--- src/sv/two_species_traffic_automaton_top_defines.svh ---
// ---------------------------------------------------------------------------
// Assertion macros for the two-species traffic automaton
// ---------------------------------------------------------------------------
`ifndef TWO_SPECIES_TRAFFIC_AUTOMATON_TOP_DEFINES_SVH
`define TWO_SPECIES_TRAFFIC_AUTOMATON_TOP_DEFINES_SVH

`ifndef NO_ASSERTIONS
// checked outside reset
`define TSTA_ASSERT(lbl, prop, msg) \
  lbl: assert property (@(posedge clk_i) disable iff (!rst_ni) prop) else $error(msg);
// checked at every edge, reset included
`define TSTA_ASSERT_ALWAYS(lbl, prop, msg) \
  lbl: assert property (@(posedge clk_i) prop) else $error(msg);
`else
`define TSTA_ASSERT(lbl, prop, msg)
`define TSTA_ASSERT_ALWAYS(lbl, prop, msg)
`endif

`endif

--- src/sv/tsta_pkg.sv ---
// ---------------------------------------------------------------------------
// tsta_pkg
// Shared types, codes and the cell update rule of the traffic automaton.
// ---------------------------------------------------------------------------
package tsta_pkg;

  localparam int DEF_MAX_ROWS = 256;
  localparam int DEF_MAX_COLS = 256;

  // configuration register indexes
  localparam logic [1:0] CFG_ROW_COUNT = 2'd0;
  localparam logic [1:0] CFG_COL_COUNT = 2'd1;
  localparam logic [1:0] CFG_MAX_STEPS = 2'd2;

  localparam logic [8:0]  ROW_COUNT_RST = 9'd256;
  localparam logic [8:0]  COL_COUNT_RST = 9'd256;
  localparam logic [23:0] MAX_STEPS_RST = 24'hFFFFFF;

  // cell codes
  localparam logic [1:0] CELL_EMPTY = 2'd0;
  localparam logic [1:0] CELL_EAST  = 2'd1;
  localparam logic [1:0] CELL_SOUTH = 2'd2;

  typedef struct packed {
    logic [8:0]  row_count;
    logic [8:0]  col_count;
    logic [23:0] max_steps;
  } cfg_t;

  typedef enum logic [3:0] {
    ST_IDLE,
    ST_START,
    ST_LINE,
    ST_READ,
    ST_DRAIN,
    ST_TAIL1,
    ST_TAIL2,
    ST_NEXT,
    ST_DONE
  } seq_state_e;

  // new value of a cell from its left/upper, own and right/lower old values
  function automatic logic [1:0] cell_next(logic [1:0] left, logic [1:0] self,
                                           logic [1:0] right, logic [1:0] mov);
    logic [1:0] res;
    res = self;
    if (self == mov && right == CELL_EMPTY) begin
      res = CELL_EMPTY;
    end else if (self == CELL_EMPTY && left == mov) begin
      res = mov;
    end
    return res;
  endfunction

endpackage

--- src/sv/tsta_seq.sv ---
// ---------------------------------------------------------------------------
// tsta_seq
// Loads the grid, then sweeps it line by line: rows for the east phase,
// columns for the south phase, with a three-cell window on the read stream.
// ---------------------------------------------------------------------------
module tsta_seq #(
  parameter int MAX_ROWS = 256,
  parameter int MAX_COLS = 256
) (
  input  logic                                       clk_i,
  input  logic                                       rst_ni,
  input  tsta_pkg::cfg_t                             cfg_i,
  input  logic                                       in_valid_i,
  output logic                                       in_stall_o,
  input  logic [1:0]                                 cell_req_i,
  input  logic                                       last_cell_i,
  output logic                                       out_valid_o,
  input  logic                                       out_stall_i,
  output logic [23:0]                                step_index_o,
  output logic                                       hit_limit_o,
  output logic                                       mem_we_o,
  output logic [$clog2(MAX_ROWS*MAX_COLS)-1:0]       mem_waddr_o,
  output logic [1:0]                                 mem_wdata_o,
  output logic                                       mem_re_o,
  output logic [$clog2(MAX_ROWS*MAX_COLS)-1:0]       mem_raddr_o,
  input  logic [1:0]                                 mem_rdata_i
);
  import tsta_pkg::*;

  localparam int DEPTH = MAX_ROWS * MAX_COLS;
  localparam int AW    = $clog2(DEPTH);
  localparam int MAXD  = (MAX_ROWS > MAX_COLS) ? MAX_ROWS : MAX_COLS;
  localparam int LW    = $clog2(MAXD + 1);

  seq_state_e state_q, state_d;
  logic [AW:0]    load_q, load_d;
  logic [23:0]    step_q, step_d;
  logic           moved_q, moved_d;
  logic           hit_q, hit_d;
  logic           east_q, east_d;
  logic [LW-1:0]  line_q, line_d;
  logic [AW-1:0]  base_q, base_d;
  logic [LW-1:0]  k_q, k_d;
  logic [AW-1:0]  addr_q, addr_d;

  // read pipe and window
  logic           rv_q;
  logic [LW-1:0]  rk_q;
  logic [AW-1:0]  ra_q, a1_q;
  logic [1:0]     p1_q, p2_q, old0_q, old1_q;

  logic [LW-1:0]   rows_eff, cols_eff, n_len, n_lines;
  logic [2*LW-1:0] cells;
  logic [23:0]     limit;
  logic [AW-1:0]   stride, line_step;
  logic [1:0]      mov, cell_in, nv, self_v;
  logic            upd;

  // clamp sizes to 1..max
  always_comb begin
    if (cfg_i.row_count == 9'd0) begin
      rows_eff = LW'(1);
    end else if (int'(cfg_i.row_count) > MAX_ROWS) begin
      rows_eff = LW'(MAX_ROWS);
    end else begin
      rows_eff = LW'(cfg_i.row_count);
    end
    if (cfg_i.col_count == 9'd0) begin
      cols_eff = LW'(1);
    end else if (int'(cfg_i.col_count) > MAX_COLS) begin
      cols_eff = LW'(MAX_COLS);
    end else begin
      cols_eff = LW'(cfg_i.col_count);
    end
  end

  assign cells     = (2*LW)'(rows_eff) * (2*LW)'(cols_eff);
  assign limit     = (cfg_i.max_steps == 24'd0) ? 24'd1 : cfg_i.max_steps;
  assign n_len     = east_q ? cols_eff : rows_eff;
  assign n_lines   = east_q ? rows_eff : cols_eff;
  assign stride    = east_q ? AW'(1) : AW'(cols_eff);
  assign line_step = east_q ? AW'(cols_eff) : AW'(1);
  assign mov       = east_q ? CELL_EAST : CELL_SOUTH;

  always_comb begin
    if (cell_req_i == CELL_EAST) begin
      cell_in = CELL_EAST;
    end else if (cell_req_i == CELL_SOUTH) begin
      cell_in = CELL_SOUTH;
    end else begin
      cell_in = CELL_EMPTY;
    end
  end

  // write port: load, streamed updates, then the two wrap cells
  always_comb begin
    mem_we_o    = 1'b0;
    mem_waddr_o = '0;
    mem_wdata_o = CELL_EMPTY;
    upd         = 1'b0;
    self_v      = CELL_EMPTY;
    nv          = CELL_EMPTY;
    if (state_q == ST_IDLE) begin
      if (in_valid_i && ((2*LW)'(load_q) < cells)) begin
        mem_we_o    = 1'b1;
        mem_waddr_o = load_q[AW-1:0];
        mem_wdata_o = cell_in;
      end
    end else if (rv_q && rk_q >= LW'(2)) begin
      upd         = 1'b1;
      self_v      = p1_q;
      nv          = cell_next(p2_q, p1_q, mem_rdata_i, mov);
      mem_waddr_o = a1_q;
    end else if (state_q == ST_TAIL1 && n_len > LW'(1)) begin
      upd         = 1'b1;
      self_v      = p1_q;
      nv          = cell_next(p2_q, p1_q, old0_q, mov);
      mem_waddr_o = a1_q;
    end else if (state_q == ST_TAIL2 && n_len > LW'(1)) begin
      upd         = 1'b1;
      self_v      = old0_q;
      nv          = cell_next(p1_q, old0_q, old1_q, mov);
      mem_waddr_o = base_q;
    end
    if (upd) begin
      mem_we_o    = 1'b1;
      mem_wdata_o = nv;
    end
  end

  assign mem_re_o    = (state_q == ST_READ);
  assign mem_raddr_o = addr_q;

  // sequencer
  always_comb begin
    state_d = state_q;
    load_d  = load_q;
    step_d  = step_q;
    moved_d = moved_q;
    hit_d   = hit_q;
    east_d  = east_q;
    line_d  = line_q;
    base_d  = base_q;
    k_d     = k_q;
    addr_d  = addr_q;
    in_stall_o  = 1'b1;
    out_valid_o = 1'b0;
    if (upd && nv != self_v) begin
      moved_d = 1'b1;
    end
    case (state_q)
      ST_IDLE: begin
        in_stall_o = 1'b0;
        if (in_valid_i) begin
          if (last_cell_i) begin
            load_d  = '0;
            step_d  = '0;
            state_d = ST_START;
          end else if (int'(load_q) < DEPTH) begin
            load_d = load_q + (AW+1)'(1);
          end
        end
      end
      ST_START: begin
        step_d  = step_q + 24'd1;
        moved_d = 1'b0;
        east_d  = 1'b1;
        line_d  = '0;
        base_d  = '0;
        state_d = ST_LINE;
      end
      ST_LINE: begin
        k_d     = '0;
        addr_d  = base_q;
        state_d = ST_READ;
      end
      ST_READ: begin
        k_d    = k_q + LW'(1);
        addr_d = addr_q + stride;
        if (k_q == n_len - LW'(1)) begin
          state_d = ST_DRAIN;
        end
      end
      ST_DRAIN: state_d = ST_TAIL1;
      ST_TAIL1: state_d = ST_TAIL2;
      ST_TAIL2: state_d = ST_NEXT;
      ST_NEXT: begin
        if (line_q == n_lines - LW'(1)) begin
          if (east_q) begin
            east_d  = 1'b0;
            line_d  = '0;
            base_d  = '0;
            state_d = ST_LINE;
          end else if (!moved_q) begin
            hit_d   = 1'b0;
            state_d = ST_DONE;
          end else if (step_q >= limit) begin
            hit_d   = 1'b1;
            state_d = ST_DONE;
          end else begin
            state_d = ST_START;
          end
        end else begin
          line_d  = line_q + LW'(1);
          base_d  = base_q + line_step;
          state_d = ST_LINE;
        end
      end
      ST_DONE: begin
        out_valid_o = 1'b1;
        if (!out_stall_i) begin
          state_d = ST_IDLE;
        end
      end
      default: state_d = ST_IDLE;
    endcase
  end

  always_ff @(posedge clk_i or negedge rst_ni) begin
    if (!rst_ni) begin
      state_q <= ST_IDLE;
      load_q  <= '0;
      step_q  <= '0;
      moved_q <= 1'b0;
      hit_q   <= 1'b0;
      east_q  <= 1'b1;
      line_q  <= '0;
      base_q  <= '0;
      k_q     <= '0;
      addr_q  <= '0;
      rv_q    <= 1'b0;
    end else begin
      state_q <= state_d;
      load_q  <= load_d;
      step_q  <= step_d;
      moved_q <= moved_d;
      hit_q   <= hit_d;
      east_q  <= east_d;
      line_q  <= line_d;
      base_q  <= base_d;
      k_q     <= k_d;
      addr_q  <= addr_d;
      rv_q    <= (state_q == ST_READ);
    end
  end

  // window over the read stream; first two cells kept for the wrap
  always_ff @(posedge clk_i) begin
    rk_q <= k_q;
    ra_q <= addr_q;
    if (rv_q) begin
      if (rk_q == LW'(0)) begin
        old0_q <= mem_rdata_i;
      end
      if (rk_q == LW'(1)) begin
        old1_q <= mem_rdata_i;
      end
      p2_q <= p1_q;
      p1_q <= mem_rdata_i;
      a1_q <= ra_q;
    end
  end

  assign step_index_o = step_q;
  assign hit_limit_o  = hit_q;

endmodule

--- config.mk ---
export PLATFORM = sky130hd
export DESIGN_NAME = tsta_seq
export DESIGN_NICKNAME = d
export VERILOG_FILES = /design/src/sv/two_species_traffic_automaton_top_defines.svh /design/src/sv/tsta_pkg.sv /design/src/sv/tsta_seq.sv
export SDC_FILE = /design/constraint.sdc
export NUM_CORES = 1
export LEC_CHECK = 0
export ABC_AREA = 1
export BUFFER_PORTS_ARGS = -buffer_cell sky130_fd_sc_hd__buf_2
export CORE_MARGIN = 2
export CORE_UTILIZATION = 53
export DETAILED_ROUTE_END_ITERATION = 10
export PLACE_DENSITY = 0.81
export SYNTH_ARGS = -nofsm -noshare
export SYNTH_HDL_FRONTEND = slang
export SYNTH_SLANG_ARGS = --single-unit
--- constraint.sdc ---
create_clock -name clk_i -period 12.9 [get_ports clk_i]
set_input_delay 2.58 -clock clk_i [delete_from_list [all_inputs] [get_ports clk_i]]
set_output_delay 2.58 -clock clk_i [all_outputs]
set_load 0.005 [all_outputs]
======== Yosys cells after proc, flatten, opt, wreduce, memory -nomap -nowiden ========
Cells that the tools add are included.
cells by class
  $add $sub $neg .......................... 8
  multipliers ............................. 1
  order comparisons ....................... 7
  equal/unequal tests ..................... 24
  muxes and demuxes ....................... 70
  bitwise logic cells ..................... 1
  reduce and logical (&&, ||, !) cells .... 31
operators with widths
  operator                                               count
  2-to-1 mux 16 bit                                      7
  2-to-1 mux 9 bit                                       10
  2-to-1 mux 24 bit                                      3
  one-hot mux 16 bit (2 select lines)                    2
  one-hot mux 24 bit (2 select lines)                    1
  2-to-1 mux 2 bit                                       19
  one-hot mux 4 bit (9 select lines)                     1
  one-hot mux 9 bit (2 select lines)                     2
  2-to-1 mux 17 bit                                      2
  adder 16 x 9 -> 16 bit                                 2
  2-to-1 mux 4 bit                                       8
  zero test 9 bit                                        3
  adder 24 x 1 -> 24 bit (second input constant)         1
  greater-or-equal comparator 24 bit                     1
  zero test 24 bit                                       1
  adder 9 x 1 -> 9 bit (second input constant)           2
  == test 9 bit                                          2
  greater-than comparator 9 bit (second input constant)  2
  less-than comparator 17 x 18 -> 1 bit                  1
  multiplier 9 x 9 -> 18 bit                             1
  subtractor 9 x 1 -> 9 bit (second input constant)      2
  adder 17 x 1 -> 17 bit (second input constant)         1
  less-than comparator 17 bit (second input constant)    1
  == test 4 x 3 -> 1 bit (second input constant)         4
  23 further kinds                                       63
storage, ports and cells
  bits in registers ....................... 148
  input port bits ......................... 51
  output and inout port bits .............. 63
  word-level logic and storage cells ...... 160

======== Depth between registers and ports, before layout ========
Gate-level depths: netlist of run 1.
  word-level depth ........................ 14
  mapped depth ............................ 37
  depth with buffers taken out ............ 36

======== Worst setup path after synthesis of run 1 ========
No wires, ideal clock.
  path kind ............................... input to output
  start point ............................. input port cfg_i[30] (netlist name)
  end point ............................... output port mem_waddr_o[10]
  data arrival time ....................... 8.269 ns
  required time ........................... 10.320 ns
  setup slack ............................. 2.051 ns
  stages .................................. 32
  buffers on the path ..................... 1
  cells stage by stage .................... nor2_1 -> nand2_2 -> o21ai_4 -> nand2_2 -> inv_1 -> nand2_1 -> fa_1 -> fa_1 -> inv_1 -> fa_1 -> inv_1 -> fa_1 -> inv_1 -> ha_1 -> inv_1 -> o21bai_1 -> a21oi_1 -> o21bai_1 -> a21o_1 -> nand2_1 -> nand2_1 -> nand3_1 -> nand2_1 -> xnor2_1 -> ha_1 -> a21oi_1 -> or2_2 -> nand3_1 -> nor2_1 -> clkbuf_1 -> nand4_1 -> nand2_1
between the ends
  cells in the longest elaborated chain, start to end .. 10
  elaborated cells on any way between the ends .. 16
  classes of those cells .................. mul (1); order compare (3); mux (8); reduce/logical (4)
ends and longest elaborated chain
  item                                                                line             text
  start: declaration                                                  tsta_seq.sv:12   input tsta_pkg::cfg_t cfg_i,
  greater-than comparator 9 bit                                       tsta_seq.sv:70   end else if (int'(cfg_i.col_count) > MAX_COLS) begin
  2-to-1 mux 9 bit                                                    tsta_seq.sv:70
  2-to-1 mux 9 bit (*)                                                tsta_seq.sv:68   if (cfg_i.col_count == 9'd0) begin
  branches (longest 6 deep; another with multiplier 9 x 9 -> 18 bit)  --
  2-to-1 mux 16 bit (*)                                               tsta_seq.sv:103  if (state_q == ST_IDLE) begin
  end: declaration                                                    tsta_seq.sv:22   output logic [$clog2(MAX_ROWS*MAX_COLS)-1:0] mem_waddr_o,
Mark *: on every way between the ends.

======== Final worst setup path of run 1 ========
  start point ............................. input port cfg_i[32] (netlist name)
  end point ............................... output port mem_waddr_o[8]
The elaborated chain is that of the path after synthesis.

==> flow_summary_export.csv, run 1 <==
group,metric,value,unit
global_routing,grt_pass1_vias,11200,
clock_network,clk_path_buf_depth,2,
setup_path,crit_path_top_delay_cell,"o2111ai_2",
die,boundaryPins,114,
timing,fin_crit,11.84,ns
setup_path,cp_common_cell,"nand2_1",
die,initial_core_util,53.5,%
yosys,yosys-top-cells-area,"dfrtp_1, nand2_1, ha_1, inv_1, fa_1",
yosys,yosys.cell_count.top_type,"nand2_1",
finish,multiInputGateArea,7460,um2
drt,ant_nets,0,
yosys,synth_top_area_share,19.6,%
timing,rsz0062_at_grt,"false",
clock_network,cts.hold.buffers_added,0,
clock_network,clock_latency,0.43,ns
worst_hold_path,hp-class,"flip-flop to flip-flop",
placement,globalplace.congestion,0.971,
yosys,synth_area,12500,um2
setup_path,path_max_fanout,19,
drt,vias_per_cell,5.58,
timing,hold_viol_final,0,
pwr,peakVddDrop,0.126,mV
drt,vias,11800,
timing,relSlewSlack,29.3,%
finish,nets,1989,
die,fp.dieH,158,um
global_routing,grt_overflow_total,0,
timing,fin_skew,0.00955,ns
setup_path,rrSetupSlack,8.93,ns
placement,placed_cell_area,13300,um2
worst_hold_path,hp-start,"mem_raddr_o[10]$_DFFE_PN0P_",
pwr,power_density,161,nW/um2
setup_path,critical_path_class,"input port to primary output",
clock_network,clk_pin_slew,0.06,ns
global_routing,track_usage,28.4,%
global_routing,antenna_found_initial,2,
yosys,synth_cells,1682,
setup_path,cp.arrival,9.26,ns
yosys,ys_warn_count,0,
yosys,synthFlopType,"dfrtp_1",
setup_path,slowest_delay,0.57,ns
timing,setup_viol,0,
clock_network,h-tree-depth,4,
die,die_w,158,um
worst_hold_path,whs_path_depth,0,
clock_network,clkSinkCount,148,
setup_path,r2r_end,"mem_raddr_o[14]$_DFFE_PN0P_",
yosys,yosys_register_bits,148,
setup_path,critPathRequiredTime,10.32,ns
drt,wl,34800,um
timing,worst_pin_slew,1.06,ns
setup_path,crit_path_end_kind,"primary output",
die,die_area,24800,um2
timing,max_freq,84.5,MHz
outcome,status,"complete, no violations",
clock_network,cts_tree,"built",
yosys,synth-seq-area-share,29.6,%
clock_network,root_buffer,"clkbuf_16",
finish,ff_latch_area,3700,um2
worst_hold_path,hold_path_end,"ra_q[10]$_DFF_P_",
setup_path,reg2reg_depth,23,
drt,drtPass1Iterations,6,
yosys,synth_cell_types,62,
clock_network,cts_buffers,17,
timing,setup_tns,0,ns
timing,fin_crit_sh,91.8,%
finish,fillers,2081,
global_routing,grt_pass1_wl,54700,um
drt,drc,0,
timing,slew_violations,0,
yosys,avgSynthCellArea,7.43,um2
finish,syn2layout_area_growth,11.4,%
run,drv_cap,0,
drt,drtIter0Drc,1190,
setup_path,cp.depth,30,
clock_network,ctsResizeCount,0,
placement,io_buffers,113,
setup_path,startpoint_type,"input port",
yosys,synth_commonest_cells,"nand2_1, inv_1, nor2_1",
finish,layout-drive-gt1-share,11.1,%
die,coreArea,23300,um2
yosys,synth_largest_area_cell,"dfrtp_1",
yosys,postSynth.asyncResetShare,66.9,%
yosys,synth_edf_count,24,
placement,hpwl,27300,um
yosys,syn_nets,1888,
clock_network,cts_setup_buffers,0,
finish,stdcell_area,13900,um2
setup_path,timing.rr.start,"east_q$_DFFE_PN1P_",
setup_path,path_buf_inv,8,
pwr,p_leak,7.48,nW
global_routing,grt_max_degree,77,
die,rows,56,
setup_path,cp_top_family,"adder cells",
drt,routedWlPerCell,16.5,um
==> kinds of logic after synthesis <==
| logic type | share of synthesized area (%) |
|---|---|
| and+or+nand+nor | 26.8 |
| adders and majority gates | 18.6 |
| muxes | 0.0801 |
| buffers and inverters | 10.7 |
| DFF | 29.6 |
| AOI/OAI and AO/OA | 11.4 |
| xor gates and xnor gates | 2.70 |
==> cell type report <==
cell class                      instances  area share [%]
Inverter                              300            8.14
Antenna cell                            2          0.0360
Multi-Input combinational cell       1197            53.6
Tap cell                              319            2.87
Sequential cell                       148            26.6
Timing Repair Buffer                  119            4.41
Clock buffer                           20            3.28
Clock inverter                         12            1.09
==> state kept, by name, indices dropped and copies added (netlist names), 9 cells and up <==
| signal | flops |
|---|---|
| load_q | 17 |
| k_q | 9 |
| base_q | 16 |
| step_index_o | 24 |
| mem_raddr_o | 16 |
| ra_q | 16 |
| line_q | 9 |
| rk_q | 9 |
| a1_q | 16 |
==> cells in the final DEF, fill, tap and decap left out, drive strengths merged, types with 37 or more instances in the layout <==
cell	n
nand2	369
inv	302
nor2	166
nand3	128
buf	119
a21oi	104
ha	103
dfrtp	98
o21ai	83
fa	52
nand4	37
==> worst register-to-register path, stage by stage (launching register included) <==
cell     delay, ns
dfstp_2       0.95
inv_4         0.30
nand2_1       0.24
ha_1          0.20
inv_1         0.06
fa_1          0.35
inv_1         0.10
nand3_1       0.07
nand2_1       0.09
nand2_1       0.07
nand2_1       0.08
a21oi_1       0.10
nor2_1        0.10
o21ai_0       0.08
nand2_1       0.10
nand2_1       0.06
nand2_1       0.05
nand2_1       0.07
nor3_1        0.31
nand2_1       0.13
nand2_1       0.09
nand2_1       0.05
o21ai_0       0.17
nand2_1       0.06
==> how the worst max path moves through the flow <==
stage                   start         endpoint  slack (ns)
global placement    cfg_i[39]   mem_waddr_o[4]        1.35
CTS                 cfg_i[32]   mem_waddr_o[0]        1.17
detailed placement  cfg_i[32]   mem_waddr_o[0]        1.18
global route        cfg_i[39]   mem_waddr_o[2]        0.57
finish              cfg_i[32]   mem_waddr_o[8]        1.06
floorplan           cfg_i[30]  mem_waddr_o[10]        2.05
==> stage by stage <==
stage / setup WS (ns) / hold slack (ns) / total power, W / std cells / util [%]
global route: 0.571 / 0.410 / 0.00240 / 2117 / 59.6
finish: 1.06 / 0.393 / 0.00223 / 2117 / 59.6
global placement: 1.35 / 0.382 / 0.00167 / 2083 / 57.0
detailed placement: 1.18 / 0.377 / 0.00171 / 2083 / 57.0
CTS: 1.17 / 0.391 / 0.00223 / 2115 / 59.6
floorplan: 2.05 / 0.368 / 0.00139 / 1682 / -
==> per-layer routing <==
metal,track usage [%],up-vias,part of all wire [%]
met5,0,-,0
met3,5.51,106,7.6
met4,14.0,0,4.6
li1,-,5695,-
met1,35.8,5470,41
met2,46.6,541,47
==> power by group <==
part	total (W)	switching [W]	internal (W)
registers	0.000804	0.000167	0.000637
logic	0.000919	0.000589	0.000330
clock network	0.000512	0.000197	0.000315
total	0.00223	0.000954	0.00128
(Power assumes the default switching activity.)
==> run 2, diff against run 1 <==
==> constraint.sdc (replaced) <==
create_clock -name clk_i -period 13.1 [get_ports clk_i]
set_input_delay 2.62 -clock clk_i [delete_from_list [all_inputs] [get_ports clk_i]]
set_output_delay 2.62 -clock clk_i [all_outputs]
set_load 0.005 [all_outputs]
==> run 2 against run 1 <==
Effect of this change:
- sequential cell count unchanged
- worst hold slack gained 0.00056 ns
- die area unchanged
- count of clock-buffer cells in the layout shrank 2
- via count rose by 0.58%
- critical path depth did not move
- core utilization is 0.21 points lower
- global-route usage grew 0.24 points
- design area fell by 0.35%
- largest cell class unchanged
==> flow_summary_export.csv, run 2 (synthesis gave the netlist of run 1 again) <==
group,metric,value,unit
outcome,status,"complete, no violations",
die,rows,56,
timing,worst_pin_slew,1.03,ns
timing,relSlewSlack,31.2,%
finish,largest_reg_flops,24,
worst_hold_path,whs_path_depth,0,
timing,slew_violations,0,
die,coreArea,23300,um2
drt,drtIter0Drc,1273,
finish,syn2layout_area_growth,11.0,%
clock_network,cts_buffers,17,
finish,nets,1989,
setup_path,reg2reg_depth,23,
setup_path,timing.rr.start,"east_q$_DFFE_PN1P_",
timing,finalWorstSetupSlack,1.20,ns
global_routing,grt_overflow_total,0,
worst_hold_path,hp-start,"mem_raddr_o[10]$_DFFE_PN0P_",
timing,max_freq,84.0,MHz
clock_network,h-tree-depth,4,
setup_path,path_max_fanout,19,
die,die_area,24800,um2
global_routing,grt_pass1_wl,55100,um
drt,drtPass1Iterations,5,
finish,final_cells,2117,
worst_hold_path,hold_path_end,"ra_q[10]$_DFF_P_",
setup_path,cp_common_cell,"nand2_1",
drt,vias_per_cell,5.61,
setup_path,slowest_delay,0.56,ns
clock_network,ctsResizeCount,0,
setup_path,crit_path_top_delay_cell,"o2111ai_2",
pwr,peakVddDrop,0.125,mV
die,fp.dieH,158,um
run,drv_cap,0,
placement,pre_cts_ws,1.29,ns
placement,hpwl,27200,um
clock_network,clkSinkCount,148,
die,die_w,158,um
timing,setup_viol,0,
setup_path,startpoint_type,"input port",
timing,fin_crit,11.90,ns
global_routing,grt_max_degree,77,
placement,placedCellCount,2083,
drt,vias,11900,
timing,hold_viol_final,0,
setup_path,critical_path_class,"input port to primary output",
clock_network,clk_path_buf_depth,2,
clock_network,cts_setup_buffers,0,
clock_network,clock_latency,0.44,ns
setup_path,r2r_end,"mem_raddr_o[14]$_DFFE_PN0P_",
clock_network,cts.hold.buffers_added,0,
timing,rsz0062_at_grt,"false",
finish,final_cell_mix,"nand2_1, inv_1, nor2_1",
global_routing,antenna_found_initial,2,
timing,fin_skew,0.0112,ns
pwr,power_density,156,nW/um2
global_routing,grt_pass1_vias,11100,
placement,io_buffers,113,
drt,drc,0,
setup_path,rrSetupSlack,9.21,ns
finish,layout-drive-gt1-share,11.0,%
setup_path,cp.arrival,9.28,ns
drt,wl,34900,um
drt,ant_nets,0,
clock_network,root_buffer,"clkbuf_16",
clock_network,clk_pin_slew,0.06,ns
setup_path,critPathRequiredTime,10.48,ns
setup_path,crit_path_end_kind,"primary output",
pwr,p_leak,7.45,nW
timing,fin_crit_sh,90.9,%
die,boundaryPins,114,
drt,routedWlPerCell,16.5,um
worst_hold_path,hp-class,"flip-flop to flip-flop",
clock_network,cts_tree,"built",
placement,globalplace.congestion,0.970,
finish,layout_commonest_cell,"nand2_1",
die,initial_core_util,53.5,%
global_routing,track_usage,28.6,%
timing,setup_tns,0,ns
## run 2: area by class of cell
cell class / instances / area [um2]
Clock buffer: 18 / 429
Antenna cell: 2 / 5.00
Tap cell: 319 / 399
Clock inverter: 14 / 130
Multi-Input combinational cell: 1197 / 7460
Sequential cell: 148 / 3700
Fill cell: 2063 / 9470
Inverter: 300 / 1130
Timing Repair Buffer: 119 / 613
## run 2: worst max path at each step
stage,depth (start not counted),to,slack (ns),start
2_1_floorplan,32,mem_waddr_o[10],2.17,cfg_i[30]
3_3_place_gp,32,mem_waddr_o[4],1.47,cfg_i[39]
3_5_place_dp,30,mem_waddr_o[0],1.29,cfg_i[32]
4_1_cts,30,mem_waddr_o[0],1.27,cfg_i[32]
5_1_grt,30,mem_waddr_o[2],0.69,cfg_i[32]
6_report,30,mem_waddr_o[3],1.20,cfg_i[32]
## run 2: power by group
group / switching, W / internal, W / leakage, nW
logic: 0.000580 / 0.000324 / 5.45
clock network: 0.000204 / 0.000263 / 0.273
registers: 0.000166 / 0.000627 / 1.73
## run 2: worst max-delay path: cells and delay by family
family | cells | cell delay (ns)
compound gates | 5 | 1.29
fa+ha+maj | 6 | 2.68
xor+xnor | 1 | 0.07
buf+inv | 8 | 1.09
simple gates | 10 | 1.51
## run 2: stage by stage
| step | hold WS [ns] | area (um2) | power, W | util (%) |
|---|---|---|---|---|
| floorplan | 0.368 | 12500 | 0.00137 | - |
| global placement | 0.382 | 13300 | 0.00164 | 57.0 |
| detailed placement | 0.385 | 13300 | 0.00168 | 57.0 |
| CTS | 0.397 | 13900 | 0.00215 | 59.4 |
| global route | 0.411 | 13900 | 0.00232 | 59.4 |
| finish | 0.393 | 13900 | 0.00216 | 59.4 |
## run 2: layer usage
metal / wire length, um / global-route usage (%) / share of wire (%) / vias to the layer above
met4: 1320 / 13.1 / 3.8 / 0
met5: 0 / 0 / 0 / -
li1: - / - / - / 5674
met3: 2750 / 5.75 / 7.9 / 89
met2: 16400 / 47.0 / 47 / 531
met1: 14400 / 36.4 / 41 / 5587
